**src/hdl/btsu_ram.sv**
```systemverilog
// Simple dual-port RAM, one write port, one registered read port.
`default_nettype none
module btsu_ram #(
  parameter int DEPTH = 32,
  parameter int WIDTH = 32
) (
  input  wire logic                     clk,
  input  wire logic                     we,
  input  wire logic [$clog2(DEPTH)-1:0] waddr,
  input  wire logic [WIDTH-1:0]         wdata,
  input  wire logic [$clog2(DEPTH)-1:0] raddr,
  output logic      [WIDTH-1:0]         rdata
);
  logic [WIDTH-1:0] mem [DEPTH];

  always_ff @(posedge clk) begin
    if (we) mem[waddr] <= wdata;
    rdata <= mem[raddr];
  end
endmodule
`default_nettype wire
```
**config.mk**
```make
export PLATFORM = sky130hd
export DESIGN_NAME = btsu_ram
export DESIGN_NICKNAME = d
export VERILOG_FILES = /design/src/hdl/btsu_ram.sv
export SDC_FILE = /design/constraint.sdc
export NUM_CORES = 1
export LEC_CHECK = 0
export ABC_AREA = 0
export BUFFER_PORTS_ARGS = -buffer_cell sky130_fd_sc_hd__buf_2
export CORE_MARGIN = 5
export CORE_UTILIZATION = 30
export CTS_CLUSTER_DIAMETER = 200
export DETAILED_ROUTE_END_ITERATION = 10
export GPL_ROUTABILITY_DRIVEN = 0
export PLACE_DENSITY = 0.54
export SYNTH_ARGS = -nofsm -noshare
export SYNTH_HDL_FRONTEND = slang
export SYNTH_SLANG_ARGS = --single-unit
```
**constraint.sdc**
```tcl
create_clock -name clk -period 4.4 [get_ports clk]
set_input_delay 0.44 -clock clk [delete_from_list [all_inputs] [get_ports clk]]
set_output_delay 0.44 -clock clk [all_outputs]
set_load 0.02 [all_outputs]
```
==> run metrics <==
die height=~380 um; period utilization=between 50% and 60%; Synth Net Count=approximately 2300; starting density of the core=30.3%; Ports=76; worst path arrival time=around 2.9 ns; WS Path Type=in2reg; min-delay worst type=in2reg; CTS tree=yes; cell taking the most area after synthesis=edfxtp_1; site row count=around 130; post-route minimum period=roughly 2.3 ns; CTS buffer count=approximately 110; Final nets=~2400; internal power=between 15000 and 20000 uW; Max Freq=436 MHz; Worst Setup SP=raddr[0]; Max Cap Violations=0; Routed Antenna Nets=0; top-area cell type share of the netlist area=about three quarters; yosys warns=0; Storage cell area=31400 um^2; pin count of the biggest net entering global routing=between 80 and 90; number of fill cells in the layout=~13000; unrepaired setup endpoints after global routing=no; Synth cell types=25; Rel. slew slack=between 8 and 9%; setup TNS=0 ns; register area share after synthesis=between 70% and 80%; DRT iter0 DRCs=about 1900; busiest grt layer=met2; Req. time, crit path=4.98 ns; number of vias per cell=approximately 4.9; Slew Viols, Final=0; vias in the first global route=roughly 21000; routed wire length=around 100 mm; hold_ws=~0.33 ns; Final Util=roughly a third; WHS Path Cells=1; Final Hold Viols=0; CTS max path bufs=3; Max FO, Critical Path=between 50 and 60; commonest cells after routing, fill and taps aside=edfxtp_1, mux2i_1, clkbuf_16; layout cells sized above 1=~14%; crit-path most repeated cell=buf_4; hold buffer count at CTS=0; root buffer cell=clkbuf_16; CP Cell Sequence=buf_8 > buf_4 > buf_4 > mux2i_1 > a22o_1 > nor3_1 > a31oi_1 > nand3_1; initial antenna violation count=14; grt met2 use=22.8%; grt total ovfl=0; syn avg cell area=between 15 and 20 um^2; Die X=roughly 380 um; Netlist Area Pre-Place=about 40000 um^2; Switch Pwr=~4600 uW; reg2reg path depth=5; post-CTS setup buffer count=0; CP Launch Type=input port; most common cell after layout, fill and taps aside=edfxtp_1; Sw Share=21.4%; WL/cell=approximately 25 um; multi-input logic area=about 8600 um^2; Clock Skew=0.0211 ns; Worst-Skew Late Latency=0.67 ns; VDD IR max=around 0.00037 V; sequential share of power=a little over half; Die ar.=about 140000 um^2; grt met1 use=approximately a fifth; clock transition at the registers of the reported paths=roughly 0.060 ns; status=finished clean; CTS sink cnt=1056; # DRC=0; Slew @ Worst Pin=roughly 1.4 ns; core area=134000 um^2; PwrDens=457 nW/um^2; M3 GR Usage=roughly 3.6%; Gate power share=~5.4%; first-pass GRT wire length=~150 mm; clock network fraction of design power=about two fifths; total number of vias=20900; Leak=about 0.016 uW; H-tree levels=3; CP endpoint kind=flop; synth top area cells=edfxtp_1, mux2i_1, a22oi_1, dfxtp_1, a22o_1; final setup violation count=0; 1st-pass router iterations=7; Resized cells post-CTS=0; Crit-path slowest cell=nor3_1; total global-route track usage=approximately 14%; cell count after synthesis=roughly 2300; hold_sp=wdata[13]; estimated wirelength of the detail-placed design=around 64 mm; #FFs+latches synth=approximately 1100; Critical R2R Launch=mem[1][14]; Port Buffers=75; CP peak stage delay=approximately 0.51 ns; Area Overhead vs Synth=15.4%
[final timing paths]
kind	endpoint	slack [ns]
hold reg to reg	rdata[14]	0.60
hold / removal	mem[2][13]	0.33
setup / recovery	rdata[8]	2.10
setup reg to reg	rdata[14]	2.58
[metal layers]
metal	share of wire, %	up-vias
met5	0.070	-
met4	1.9	16
met3	7.4	143
met2	46	666
met1	44	10900
li1	-	9245
[state kept, by name, summed over array words and instances (netlist names)]
signal	count
mem	1024
rdata	32
[final cells by class]
class	instances	share of cell area, %
sequential	1056	67.2
multi-input combinational	1077	18.4
clock buffer	154	6.53
tap	1768	4.73
timing repair buffer	141	2.13
clock inverter	52	0.996
antenna	4	0.0214
[power by group through the flow]
stage	combinational, uW	sequential (uW)	clock [uW]
floorplan	578	11500	0
global placement	1140	11500	0
detailed placement	1160	11500	0
CTS	1160	11300	9130
global route	1220	11300	9540
finish	1150	11300	8930
[through the flow]
| step | power [uW] | instances | worst slack, ns | cell area (um^2) |
|---|---|---|---|---|
| detailed placement | 12600 | 4042 | 1.45 | 43200 |
| global route | 22000 | 4248 | 1.98 | 46700 |
| CTS | 21600 | 4248 | 2.14 | 46700 |
| finish | 21300 | 4252 | 2.10 | 46700 |
| floorplan | 12100 | 2260 | 1.53 | 40500 |
| global placement | 12600 | 4042 | 1.47 | 43200 |
[worst max-delay path: cells and delay by family]
| family | cells | cell delay [ns] |
|---|---|---|
| compound gates | 2 | 0.34 |
| buf+inv | 3 | 1.14 |
| mux | 1 | 0.11 |
| simple gates | 2 | 0.66 |
[cells by family (layout without fill, tap and decap cells)]
family / Yosys count / count (layout) / share of synthesized area (%)
flip-flops: 1056 / 1056 / 77.5
AND/OR/NAND/NOR: 277 / 277 / 3.10
other: 0 / 4 / 0
AO/OA/AOI/OAI: 288 / 288 / 4.85
multiplexers: 512 / 512 / 12.7
buffers and inverters: 127 / 347 / 1.86
[synth_stat cells]
library cell,n
buf_1,5
a22o_1,64
mux2i_1,512
a22oi_1,96
a31oi_1,32
nor3_1,32
nand2b_1,2
and2_1,1
and2b_1,1
buf_4,33
clkbuf_1,46
nand2_1,98
nor2b_1,1
clkbuf_4,2
or3b_2,3
buf_6,15
nand3b_1,5
edfxtp_1,1024
dfxtp_1,32
nand3_1,98
a21oi_1,96
buf_2,26
or2_2,1
nor2_1,34
or3_1,1
(Power assumes the default switching activity.)
